==> config.mk <==
export PLATFORM = sky130hd
export DESIGN_NAME = bd_oreg
export DESIGN_NICKNAME = d
export VERILOG_FILES = /design/src/rtl/core/bounded_deque_defines.svh /design/src/rtl/core/bd_pkg.sv /design/src/rtl/core/bd_oreg.sv
export SDC_FILE = /design/constraint.sdc
export NUM_CORES = 1
export LEC_CHECK = 0
export BUFFER_PORTS_ARGS = -buffer_cell sky130_fd_sc_hd__clkbuf_2
export CORE_ASPECT_RATIO = 0.5
export CORE_MARGIN = 4
export CORE_UTILIZATION = 40
export DETAILED_ROUTE_END_ITERATION = 8
export PLACE_DENSITY = 0.8
export SETUP_SLACK_MARGIN = 0.5
export SLEW_MARGIN = 20
export SYNTH_ARGS = -nofsm -noshare
export SYNTH_HDL_FRONTEND = slang
export SYNTH_SLANG_ARGS = --single-unit
==> constraint.sdc <==
create_clock -name clk_i -period 7.2 [get_ports clk_i]
set_input_delay 0.72 -clock clk_i [delete_from_list [all_inputs] [get_ports clk_i]]
set_output_delay 0.72 -clock clk_i [all_outputs]
set_load 0.03 [all_outputs]
==> src/rtl/core/bounded_deque_defines.svh <==
`ifndef BOUNDED_DEQUE_DEFINES_SVH
`define BOUNDED_DEQUE_DEFINES_SVH

// concurrent check, off while reset is low
`define BD_ASSERT(lbl, prop, msg) \
  lbl: assert property (@(posedge clk_i) disable iff (!rst_ni) prop) else $error(msg);

// concurrent check that also holds while reset is low
`define BD_ASSERT_ALWAYS(lbl, prop, msg) \
  lbl: assert property (@(posedge clk_i) prop) else $error(msg);

`endif

==> src/rtl/core/bd_pkg.sv <==
package bd_pkg;

  // fixed field widths
  localparam int unsigned DataW    = 32;
  localparam int unsigned CapW     = 11;
  localparam int unsigned ActW     = 3;
  localparam int unsigned DefDepth = 1024;

  localparam logic [CapW-1:0] CapReset = CapW'(1024);

  // action codes, unused codes act as a query
  typedef enum logic [ActW-1:0] {
    ActPushFront = 3'd0,
    ActPushBack  = 3'd1,
    ActPopFront  = 3'd2,
    ActPopBack   = 3'd3,
    ActQuery     = 3'd4
  } action_e;

  // input item
  typedef struct packed {
    logic [ActW-1:0]         action;
    logic signed [DataW-1:0] value;
  } in_t;

  // result item
  typedef struct packed {
    logic                    ok;
    logic signed [DataW-1:0] front_value;
    logic signed [DataW-1:0] rear_value;
    logic                    is_empty;
    logic                    is_full;
  } out_t;

  // finished result handed to the output register
  typedef struct packed {
    logic valid;
    out_t item;
  } res_t;

endpackage

==> src/rtl/core/bd_oreg.sv <==
module bd_oreg (
  input  logic         clk_i,
  input  logic         rst_ni,
  input  bd_pkg::res_t res_i,
  output logic         res_take_o,
  output logic         out_valid_o,
  input  logic         out_stall_i,
  output bd_pkg::out_t out_o
);

  logic         out_valid_q;
  bd_pkg::out_t out_q;

  // register can load when empty or being drained
  assign res_take_o = !out_valid_q || !out_stall_i;

  always_ff @(posedge clk_i or negedge rst_ni) begin
    if (!rst_ni) begin
      out_valid_q <= 1'b0;
    end else if (res_take_o) begin
      out_valid_q <= res_i.valid;
    end
  end

  // result payload
  always_ff @(posedge clk_i) begin
    if (res_take_o && res_i.valid) begin
      out_q <= res_i.item;
    end
  end

  assign out_valid_o = out_valid_q;
  assign out_o       = out_q;

endmodule

==> run summary <==
CRITICAL PATH
-------------------------------------------------------------------------------------
Startpoint of the worst register-to-register path                         out_valid_o
Critical Path Fanout Max                                                            3
Minimum setup slack among reg-to-reg paths                                    5530 ps
Crit path DAT                                                                 1100 ps
Kind of start point of the critical path                                    input pin
Worst Path Required                                                           6480 ps
Launching element of the worst setup path                                 out_stall_i
Crit Path Class                                                          input pin to output pin
Type of destination of the critical path                                   output pin

CLOCK NETWORK
-------------------------------------------------------------------------------------
Count of clock tree sinks                                                          68
Buffers inserted during post-CTS setup optimization                                 0
Worst-case clock buffer depth                                                       2
Resize count post-CTS                                                               0
CTS tree                                                                         done
Number of clock buffers inserted by TritonCTS                                       9
Clock-pin slew on the worst setup and hold paths                                60 ps
Cts hold-fix bufs                                                                   0
Number of levels the H-tree was split into                                          3
Clock root buffer                                                        sky130_fd_sc_hd__clkbuf_8
Worst-Skew Late Latency                                                        320 ps

SYNTH
-------------------------------------------------------------------------------------
Flip-flop and latch count after synthesis                                          68
Area share of and/or/nand/nor cells after synthesis                           0.1823%
Cell count after synthesis                                                         71
Mean post-synth cell area                                                   29.01 µm²
Netlist Area Pre-Place                                                   0.002059 mm²
Post-synthesis xor/xnor area fraction                                              0%
Ranking of synthesized cells by area                                     sky130_fd_sc_hd__edfxtp_1 (98%), sky130_fd_sc_hd__dfrtp_1 (1.2%), sky130_fd_sc_hd__a21boi_2 (0.55%)
Netlist cell types                                                                  5
Cell type contributing the most total cell area after synthesis          sky130_fd_sc_hd__edfxtp_1
Post-synthesis mux area share                                                      0%
Synthesized-area fraction occupied by adder cells                                  0%
Combinational family with the most area after synthesis                  compound AO/OA/AOI/OAI gates
Synthesized-area fraction occupied by ao, oa, aoi and oai cells               0.9113%
Area share of the leading cell type in the synthesized netlist                 97.69%
Yosys warns                                                                         0
Register area share after synthesis                                            98.91%
Synthesized netlist net count                                                     142

PLACE
-------------------------------------------------------------------------------------
Gpl congestion                                                                 0.7081
Dpl ws                                                                        5137 ps
HPWL Detailed                                                                 3605 µm
# placed instances                                                                281
Input/output buffers                                                              139
Placed instance area                                                     0.002858 mm²

TIMING
-------------------------------------------------------------------------------------
Final setup violating endpoints                                                     0
Period utilisation layout                                                      25.28%
Fmax                                                                       0.5493 GHz
Total negative slack                                                             0 ps
PnR worst setup slack                                                         5380 ps
Max Slew Vio Count                                                                  0
Slew at the pin closest to its max-slew limit                                831.5 ps
Relative slew slack                                                            44.57%
Final Hold Vio Count                                                                0
Fin crit period                                                               1820 ps
RSZ-0062 raised after global routing                                            false
Clock Skews                                                                  6.976 ps

LAYOUT
-------------------------------------------------------------------------------------
Synth-to-layout area growth                                                    46.17%
Post-route insts no fill                                                          297
N_diodes                                                                            0
Fraction of final layout cells sized beyond drive strength 1                   66.96%
Nets                                                                              293
Final non-filler cell area                                               0.003010 mm²
Number of fill cells in the layout                                                395

DRT
-------------------------------------------------------------------------------------
Post-detailed-route count of antenna-violating nets                                 0
Total iterations of the first detailed-routing run                                  4
Remaining routing DRC violations                                                    0
DR vias                                                                          1273
Detail-routed via count per cell                                                4.286
Count of routing violations after the opening detailed-route iteration             66
Final routed wirelength across all metal layers                               4616 µm
Routed length per instance                                                   15.54 µm

HOLD PATH
-------------------------------------------------------------------------------------
Worst min-delay path class                                               input pin to async pin

GLOBAL ROUTING
-------------------------------------------------------------------------------------
Largest net degree at the start of global routing                                  68
Overall overflow remaining after global route                                       0
Vias in the first global route                                                   1380
First-pass GRT wire length                                                    6831 µm
GRT Util Overall                                                               14.73%
Antenna violations before repair                                                    0

POWER
-------------------------------------------------------------------------------------
Worst vdd rail ir drop                                                       176.4 µV
Pwr/cell area                                                            267.5 mW/mm²
Standby leakage power                                                        1.326 nW
Overall power of the completed layout                                        805.3 µW

RUN STATUS
-------------------------------------------------------------------------------------
Result of the run                                                           completed

DIE
-------------------------------------------------------------------------------------
Count of boundary I/O pins                                                        140
Die height                                                                   58.74 µm
Overall die width                                                            109.5 µm
Starting density of the core                                                   41.57%
Number of placement rows                                                           18
Core Region                                                              0.004955 mm²
Full die area                                                            0.006431 mm²

RUN
-------------------------------------------------------------------------------------
Max cap viols                                                                       0

## placed cells by master, fill, tap and decap left out, drive strengths merged
| cell type | instances |
|---|---|
| nand2 | 1 |
| buf | 1 |
| clkbuf | 152 |
| edfxtp | 67 |
| dfrtp | 1 |
| clkinv | 3 |
| a21boi | 1 |
| a21o | 1 |
## where the power goes
group	switching (mW)	total, mW	internal (mW)
Combinational	0.0652	0.0928	0.0276
Sequential	0.00602	0.468	0.462
Clock	0.122	0.245	0.123
## path summary, 6_finish.rpt
check | cells past startpoint | endpoint
max in group asynchronous | 1 | out_valid_o
max | 3 | res_take_o
max reg2reg | 2 | out_o[58]
min | 1 | out_valid_o
min in group clk_i | 1 | out_o[41]
min reg2reg | 1 | out_valid_o
## stage by stage
step / hold slack (ps) / utilization [%]
4_1_cts: 152.2 / 60.76
6_report: 172.3 / 60.76
5_1_grt: 141.5 / 60.76
3_3_place_gp: 494.9 / 57.68
3_5_place_dp: 500.2 / 57.68
2_1_floorplan: 424.4 / -
## state kept, by name, indices dropped and copies added, names as in the netlist
| register | flops |
|---|---|
| out_o | 67 |
| out_valid_o | 1 |
## cell type report
type	instances	area, µm²	area share (%)
Tap cell	70	87.58	2.909
Clock buffer	13	138.9	4.613
Clock inverter	3	13.76	0.4572
Sequential cell	68	2037	67.66
Multi-Input combinational cell	3	30.03	0.9975
Timing Repair Buffer	140	703.2	23.36
## synth_stat cells
library cell	count
sky130_fd_sc_hd__a21boi_2	1
sky130_fd_sc_hd__nand2_1	1
sky130_fd_sc_hd__edfxtp_1	67
sky130_fd_sc_hd__a21o_1	1
sky130_fd_sc_hd__dfrtp_1	1
## critical path: stages
cell	delay, ps
sky130_fd_sc_hd__clkbuf_2	120
sky130_fd_sc_hd__nand2_1	60
sky130_fd_sc_hd__clkbuf_2	200
## kinds of logic (layout without fill, tap and decap cells)
family | count (synthesis) | count (layout)
DFF | 68 | 68
AOI/OAI and AO/OA | 2 | 2
and+or+nand+nor | 1 | 1
buffers and inverters | 0 | 156
## layer usage
layer / routed length [µm] / track usage [%] / part of all wire (%)
met2: 2829 / 28.88 / 61
met1: 1516 / 14.13 / 33
met4: 63 / 5.861 / 1.4
met3: 206 / 5.257 / 4.5
met5: 0 / 0 / 0
Note: power is estimated with default switching activity, not from simulation.
