**config.mk**
```make
export PLATFORM = sky130hd
export DESIGN_NAME = bd_ctrl
export DESIGN_NICKNAME = d
export VERILOG_FILES = /design/src/rtl/core/bd_pkg.sv /design/src/rtl/core/bd_ctrl.sv
export VERILOG_INCLUDE_DIRS = /design/src /design/src/rtl/core
export SDC_FILE = /design/constraint.sdc
export NUM_CORES = 1
export LEC_CHECK = 0
export ABC_AREA = 1
export ABC_CLOCK_PERIOD_IN_PS = 5100
export BUFFER_PORTS_ARGS = -buffer_cell sky130_fd_sc_hd__buf_2
export CAP_MARGIN = 20
export CORE_UTILIZATION = 55
export DETAILED_ROUTE_END_ITERATION = 12
export PLACE_DENSITY = 0.82
export SLEW_MARGIN = 10
export SYNTH_ARGS = -nofsm -noshare
export SYNTH_HDL_FRONTEND = slang
export SYNTH_SLANG_ARGS = --single-unit
export TNS_END_PERCENT = 100
```
**constraint.sdc**
```tcl
create_clock -name clk_i -period 5.1 [get_ports clk_i]
set_clock_uncertainty 0.05 [all_clocks]
set_input_delay 1.53 -clock clk_i [delete_from_list [all_inputs] [get_ports clk_i]]
set_output_delay 1.53 -clock clk_i [all_outputs]
set_load 0.05 [all_outputs]
```
**src/rtl/core/bounded_deque_defines.svh**
```systemverilog
`ifndef BOUNDED_DEQUE_DEFINES_SVH
`define BOUNDED_DEQUE_DEFINES_SVH

// concurrent check, off while reset is low
`define BD_ASSERT(lbl, prop, msg) \
  lbl: assert property (@(posedge clk_i) disable iff (!rst_ni) prop) else $error(msg);

// concurrent check that also holds while reset is low
`define BD_ASSERT_ALWAYS(lbl, prop, msg) \
  lbl: assert property (@(posedge clk_i) prop) else $error(msg);

`endif

```
**src/rtl/core/bd_pkg.sv**
```systemverilog
package bd_pkg;

  // fixed field widths
  localparam int unsigned DataW    = 32;
  localparam int unsigned CapW     = 11;
  localparam int unsigned ActW     = 3;
  localparam int unsigned DefDepth = 1024;

  localparam logic [CapW-1:0] CapReset = CapW'(1024);

  // action codes, unused codes act as a query
  typedef enum logic [ActW-1:0] {
    ActPushFront = 3'd0,
    ActPushBack  = 3'd1,
    ActPopFront  = 3'd2,
    ActPopBack   = 3'd3,
    ActQuery     = 3'd4
  } action_e;

  // input item
  typedef struct packed {
    logic [ActW-1:0]         action;
    logic signed [DataW-1:0] value;
  } in_t;

  // result item
  typedef struct packed {
    logic                    ok;
    logic signed [DataW-1:0] front_value;
    logic signed [DataW-1:0] rear_value;
    logic                    is_empty;
    logic                    is_full;
  } out_t;

  // finished result handed to the output register
  typedef struct packed {
    logic valid;
    out_t item;
  } res_t;

endpackage

```
**src/rtl/core/bd_ctrl.sv**
```systemverilog
`include "bounded_deque_defines.svh"

module bd_ctrl #(
  parameter int unsigned DEPTH = bd_pkg::DefDepth
) (
  input  logic                         clk_i,
  input  logic                         rst_ni,
  // input items
  input  logic                         in_valid_i,
  output logic                         in_stall_o,
  input  bd_pkg::in_t                  in_i,
  // capacity register
  input  logic                         cap_we_i,
  input  logic [bd_pkg::CapW-1:0]      cap_i,
  // memory port
  output logic                         mem_we_o,
  output logic [$clog2(DEPTH)-1:0]     mem_waddr_o,
  output logic [bd_pkg::DataW-1:0]     mem_wdata_o,
  output logic                         mem_re_o,
  output logic [$clog2(DEPTH)-1:0]     mem_raddr_o,
  input  logic [bd_pkg::DataW-1:0]     mem_rdata_i,
  // finished result
  output bd_pkg::res_t                 res_o,
  input  logic                         res_take_i
);

  localparam int unsigned AW   = $clog2(DEPTH);
  localparam int unsigned CntW = $clog2(DEPTH + 1);
  localparam int unsigned CmpW = (CntW > bd_pkg::CapW) ? CntW : bd_pkg::CapW;
  localparam int unsigned DW   = bd_pkg::DataW;

  localparam logic [AW-1:0]   LastIdx = AW'(DEPTH - 1);
  localparam logic [CmpW-1:0] DepthC  = CmpW'(DEPTH);
  localparam logic [CntW-1:0] CntOne  = CntW'(1);
  localparam logic [CntW-1:0] DepthN  = CntW'(DEPTH);
  localparam logic [DW-1:0]   NoValue = '1;

  // sequencer codes
  localparam logic StIdle   = 1'b0;
  localparam logic StFinish = 1'b1;

  function automatic logic [AW-1:0] idx_inc(input logic [AW-1:0] i);
    return (i == LastIdx) ? '0 : i + AW'(1);
  endfunction

  function automatic logic [AW-1:0] idx_dec(input logic [AW-1:0] i);
    return (i == '0) ? LastIdx : i - AW'(1);
  endfunction

  logic                state_q, state_d;
  logic [AW-1:0]       head_q, head_d;
  logic [AW-1:0]       tail_q, tail_d;
  logic [CntW-1:0]     count_q, count_d;
  logic [bd_pkg::CapW-1:0] cap_q;
  logic [DW-1:0]       front_q, front_d;
  logic [DW-1:0]       rear_q, rear_d;
  logic                ok_q, ok_d;
  logic                rd_front_q, rd_front_d;
  logic                rd_rear_q, rd_rear_d;

  logic                accept;
  logic                empty_now;
  logic                full_now;
  logic [CmpW-1:0]     cap_ext;
  logic [CmpW-1:0]     eff_cap;
  logic [DW-1:0]       front_res;
  logic [DW-1:0]       rear_res;
  logic                finish;

  // handshake, one item at a time
  assign in_stall_o = (state_q == StFinish);
  assign accept     = in_valid_i && (state_q == StIdle);

  // effective capacity and flags before the action
  assign cap_ext   = CmpW'(cap_q);
  assign eff_cap   = (cap_ext > DepthC) ? DepthC : cap_ext;
  assign empty_now = (count_q == '0);
  assign full_now  = (CmpW'(count_q) >= eff_cap);

  // action decode, pointer update and memory access
  always_comb begin
    head_d      = head_q;
    tail_d      = tail_q;
    count_d     = count_q;
    front_d     = front_q;
    rear_d      = rear_q;
    ok_d        = ok_q;
    rd_front_d  = rd_front_q;
    rd_rear_d   = rd_rear_q;
    mem_we_o    = 1'b0;
    mem_waddr_o = tail_q;
    mem_wdata_o = in_i.value;
    mem_re_o    = 1'b0;
    mem_raddr_o = head_q;
    if (accept) begin
      ok_d       = 1'b1;
      rd_front_d = 1'b0;
      rd_rear_d  = 1'b0;
      case (in_i.action)
        bd_pkg::ActPushFront: begin
          if (full_now) begin
            ok_d = 1'b0;
          end else begin
            head_d      = idx_dec(head_q);
            mem_we_o    = 1'b1;
            mem_waddr_o = idx_dec(head_q);
            count_d     = count_q + CntOne;
            front_d     = in_i.value;
            if (empty_now) begin
              rear_d = in_i.value;
            end
          end
        end
        bd_pkg::ActPushBack: begin
          if (full_now) begin
            ok_d = 1'b0;
          end else begin
            tail_d      = idx_inc(tail_q);
            mem_we_o    = 1'b1;
            mem_waddr_o = tail_q;
            count_d     = count_q + CntOne;
            rear_d      = in_i.value;
            if (empty_now) begin
              front_d = in_i.value;
            end
          end
        end
        bd_pkg::ActPopFront: begin
          if (empty_now) begin
            ok_d = 1'b0;
          end else begin
            head_d  = idx_inc(head_q);
            count_d = count_q - CntOne;
            // fetch the new front if anything remains
            if (count_q != CntOne) begin
              mem_re_o    = 1'b1;
              mem_raddr_o = idx_inc(head_q);
              rd_front_d  = 1'b1;
            end
          end
        end
        bd_pkg::ActPopBack: begin
          if (empty_now) begin
            ok_d = 1'b0;
          end else begin
            tail_d  = idx_dec(tail_q);
            count_d = count_q - CntOne;
            // fetch the new rear if anything remains
            if (count_q != CntOne) begin
              mem_re_o    = 1'b1;
              mem_raddr_o = idx_dec(idx_dec(tail_q));
              rd_rear_d   = 1'b1;
            end
          end
        end
        default: begin
          ok_d = 1'b1;
        end
      endcase
    end
  end

  // result assembly in the finish cycle
  assign front_res = rd_front_q ? mem_rdata_i : front_q;
  assign rear_res  = rd_rear_q ? mem_rdata_i : rear_q;
  assign finish    = (state_q == StFinish) && res_take_i;

  always_comb begin
    res_o.valid            = (state_q == StFinish);
    res_o.item.ok          = ok_q;
    res_o.item.front_value = (count_q == '0) ? NoValue : front_res;
    res_o.item.rear_value  = (count_q == '0) ? NoValue : rear_res;
    res_o.item.is_empty    = (count_q == '0);
    res_o.item.is_full     = (CmpW'(count_q) >= eff_cap);
  end

  // sequencer next state
  always_comb begin
    state_d = state_q;
    case (state_q)
      StIdle: begin
        if (accept) begin
          state_d = StFinish;
        end
      end
      StFinish: begin
        if (res_take_i) begin
          state_d = StIdle;
        end
      end
      default: begin
        state_d = StIdle;
      end
    endcase
  end

  // control state
  always_ff @(posedge clk_i or negedge rst_ni) begin
    if (!rst_ni) begin
      state_q    <= StIdle;
      head_q     <= '0;
      tail_q     <= '0;
      count_q    <= '0;
      cap_q      <= bd_pkg::CapReset;
      rd_front_q <= 1'b0;
      rd_rear_q  <= 1'b0;
    end else begin
      state_q <= state_d;
      head_q  <= head_d;
      tail_q  <= tail_d;
      count_q <= count_d;
      if (cap_we_i) begin
        cap_q <= cap_i;
      end
      if (finish) begin
        rd_front_q <= 1'b0;
        rd_rear_q  <= 1'b0;
      end else begin
        rd_front_q <= rd_front_d;
        rd_rear_q  <= rd_rear_d;
      end
    end
  end

  // cached end values, refreshed from the read data on finish
  always_ff @(posedge clk_i) begin
    ok_q <= ok_d;
    if (finish) begin
      front_q <= front_res;
      rear_q  <= rear_res;
    end else begin
      front_q <= front_d;
      rear_q  <= rear_d;
    end
  end

  // checks
  `BD_ASSERT_ALWAYS(a_reset_clears, !rst_ni |=> (state_q == StIdle && count_q == '0),
                    "reset did not clear sequencer and count")
  `BD_ASSERT(a_count_bound, count_q <= DepthN, "entry count above depth")
  `BD_ASSERT(a_empty_ptrs, (count_q == '0) |-> (head_q == tail_q),
             "empty deque with head and tail apart")
  `BD_ASSERT(a_accept_finish, accept |=> (state_q == StFinish),
             "accepted item did not reach finish")
  `BD_ASSERT(a_take_idle, (res_o.valid && res_take_i) |=> (state_q == StIdle && !rd_front_q),
             "result taken but sequencer not idle")

endmodule

```
==> impl_metrics.toml <==
[sta]
final-setup-viol-count = 0
max_freq_ghz = 0.205
worst_slew_margin_rel = 0.295
worstMarginPinSlew_ps = 1060
finalHoldViolCount = 0
fin_crit_ps = 4870
period_share = 0.955
slew_viol_final = 0

[critical_path]
crit_fanout = 5
path_cells = "buf_2, inv_1, nor2_1, nand2_1, nor2_1, o21ai_0, o211ai_1, buf_2"
reg2reg_to = "head_q[1]"
crit-reg2reg-launch = "cap_ext[7]"
cp-end-kind = "primary output"
cp.arrival_ps = 3290
cp_slowest_stage_delay_ps = 390
path_buf_inv = 3
slowest_stage = "nor2_1"
critPathTopFamily = "simple AND/OR/NAND/NOR gates"
rrSetupSlack_ps = 1830
critical_path_class = "in -> out"
startpoint_type = "primary input"
reg2regPathDepth = 14
cp.required_ps = 3520

[grt]
gr-usage-all-layers = 0.299
met2_usage = 0.499
grt_pass1_wl_um = 35400
busiest_layer = "met2"
grt_max_degree = 95
use_met3 = 0.0466
gr-total-overflow = 0
antenna_found_initial = 1
grtUsageMet1 = 0.411
grt_pass1_vias = 7185

[clocking]
clk_pin_slew_worst_paths_ps = 70
cts_hold_buf = 0
cts_buffers = 9
clockBufferDepth = 2
htreeDepth = 3
cts_sinks = 110
cts_tree = "built"
postCtsSetupBuffers = 0
cts_resized = 0
clock_latency_ps = 350
cts_root_buffer = "clkbuf_16"

[final_layout]
fin_util = 0.656
antenna_cells = 0
final_area_um2 = 9250
final_common_cell = "nand2_1"
fill_cells = 1307
multi_input_area_um2 = 4090
nets = 1395
final-seq-area_um2 = 3080
synthToLayoutAreaGrowth_pct = 14.9
drive_above_1_share = 0.211
layout_common_cells = "361 x nand2_1, 202 x buf_2, 197 x o21ai_0"

[routing]
drt-total-wl_um = 22200
drt_first_iter_violations = 798
vias = 8039
wl_per_cell_um = 15.0
firstDrtPassIters = 6
drt.antenna.violating_nets = 0
drc_errors = 0
avgViaCountPerCell = 5.45

[power_and_ir_drop]
ir_worst_vdd_mv = 0.355
netSwitchingPower_mw = 2.41
total_power_mw = 4.62
intPower_mw = 2.21
p_per_area_nw_per_um2 = 499
clkPwrFrac = 0.148
pwr-share-seq = 0.310
p_comb_frac = 0.542
switching_share = 0.522
power_leakage_nw = 4.51

[placed_design]
portBuffers = 205
place_area_um2 = 8950
gp_congestion = 0.951
dp_hpwl_um = 16400

[outcome]
status = "finished clean"

[synthesis]
synth_area_per_cell_um2 = 7.02
synth_edf_count = 65
synthCells = 1148
async_reset_ff_frac = 0.409
synth_seq_cells = 110
syn_nets = 1252
netlist_area_um2 = 8060
synth-main-ff-cell = "edfxtp_1"
ys_types = 39
yosys_warnings = 0
synth_seq_area_share = 0.382

[hold_path]
holdPathStages = 1
hp-class = "reg -> reg"
holdPathEnd = "cap_ext[6]"
hp-start = "cap_ext[6]"

[floorplan]
start_util = 0.571
io_pins = 206
num_rows = 43
fp.dieW_um = 123
dieArea_um2 = 15100
die_y_um = 123
core_area_um2 = 14100

[run]
max_cap_viol_count = 0
## through the flow
stage                     setup WS, ps  hold WS [ps]  TNS (ps)  cells
after floorplan                   13.7           452         0   1148
after global placement             310           473         0   1460
after detailed placement           286           483         0   1460
after CTS                         48.7           500         0   1476
after global routing             -12.0           521     -13.1   1476
final                              228           495         0   1476
## synth_stat cells (8+ instances only)
cell / number / share of area
nand3_1: 57 / 0.035
ha_1: 21 / 0.033
a21oi_1: 19 / 0.012
xor2_1: 18 / 0.020
clkbuf_1: 38 / 0.018
nand4_1: 15 / 0.012
dfrtp_1: 44 / 0.14
edfxtp_1: 65 / 0.24
inv_1: 104 / 0.048
inv_2: 8 / 0.0037
o21ai_0: 199 / 0.12
nor2_1: 72 / 0.034
nand2_1: 362 / 0.17
buf_2: 10 / 0.0062
o21ai_1: 14 / 0.0087
buf_4: 39 / 0.036
## layer usage
layer	routed length, um	vias up
met1	9890	3671
met5	13	-
li1	-	4029
met3	1550	29
met4	330	2
met2	10400	308
## worst reg2reg max path, cell delays in order (launching register included)
cell and delay, ps:
dfrtp_1 410, nor4_1 250, a21oi_1 130, inv_2 130, nand2_1 80, ha_1 310, nand2_1 70, o21ai_0 200
nand2_1 80, nand3_1 90, nor2_2 80, o21ai_1 630, inv_1 350, o21ai_0 180, o21ai_0 110
## registers in the layout, summed over array words and instances (netlist names)
signal,count
front_q,32
rear_q,32
rd_rear_q,1
count_q,11
rd_front_q,1
ok_q,1
head_q,10
tail_q,10
cap_ext,11
in_stall_o,1
## area by class of cell
cell class	instances	share of cell area
Tap cell	180	0.0243
Inverter	113	0.0458
Clock buffer	11	0.0262
Clock inverter	5	0.00446
Multi-Input combinational cell	837	0.442
Timing Repair Buffer	220	0.124
Sequential cell	110	0.333
## how the worst max path moves through the flow
| stage | depth (start not counted) | startpoint | slack, ps | to |
|---|---|---|---|---|
| 6_report | 8 | in_i[32] | 230 | mem_raddr_o[7] |
| 5_1_grt | 15 | cap_ext[7] | -10 | mem_waddr_o[2] |
| 4_1_cts | 15 | cap_ext[7] | 50 | mem_waddr_o[0] |
| 3_5_place_dp | 10 | in_i[32] | 290 | mem_raddr_o[6] |
| 3_3_place_gp | 10 | in_i[32] | 310 | mem_raddr_o[6] |
| 2_1_floorplan | 11 | in_valid_i | 10 | mem_waddr_o[0] |
## logic make-up (layout without fill, tap and decap cells)
family / Yosys count / count (layout) / synth area share
AND/OR/NAND/NOR: 534 / 534 / 0.276
AO/OA/AOI/OAI: 256 / 256 / 0.166
buffers and inverters: 201 / 349 / 0.114
flip-flops: 110 / 110 / 0.382
XOR/XNOR: 22 / 22 / 0.0239
adder cells (fa/ha/maj): 21 / 21 / 0.0326
multiplexers: 4 / 4 / 0.00559
## power groups by stage
stage / clock network (mW) / registers, mW / logic (mW)
CTS: 0.695 / 1.42 / 2.49
floorplan: 0 / 1.31 / 2.01
global placement: 0 / 1.44 / 2.45
global route: 0.733 / 1.46 / 2.77
finish: 0.682 / 1.43 / 2.51
detailed placement: 0 / 1.44 / 2.48
Power figures use the tool's default switching activity.
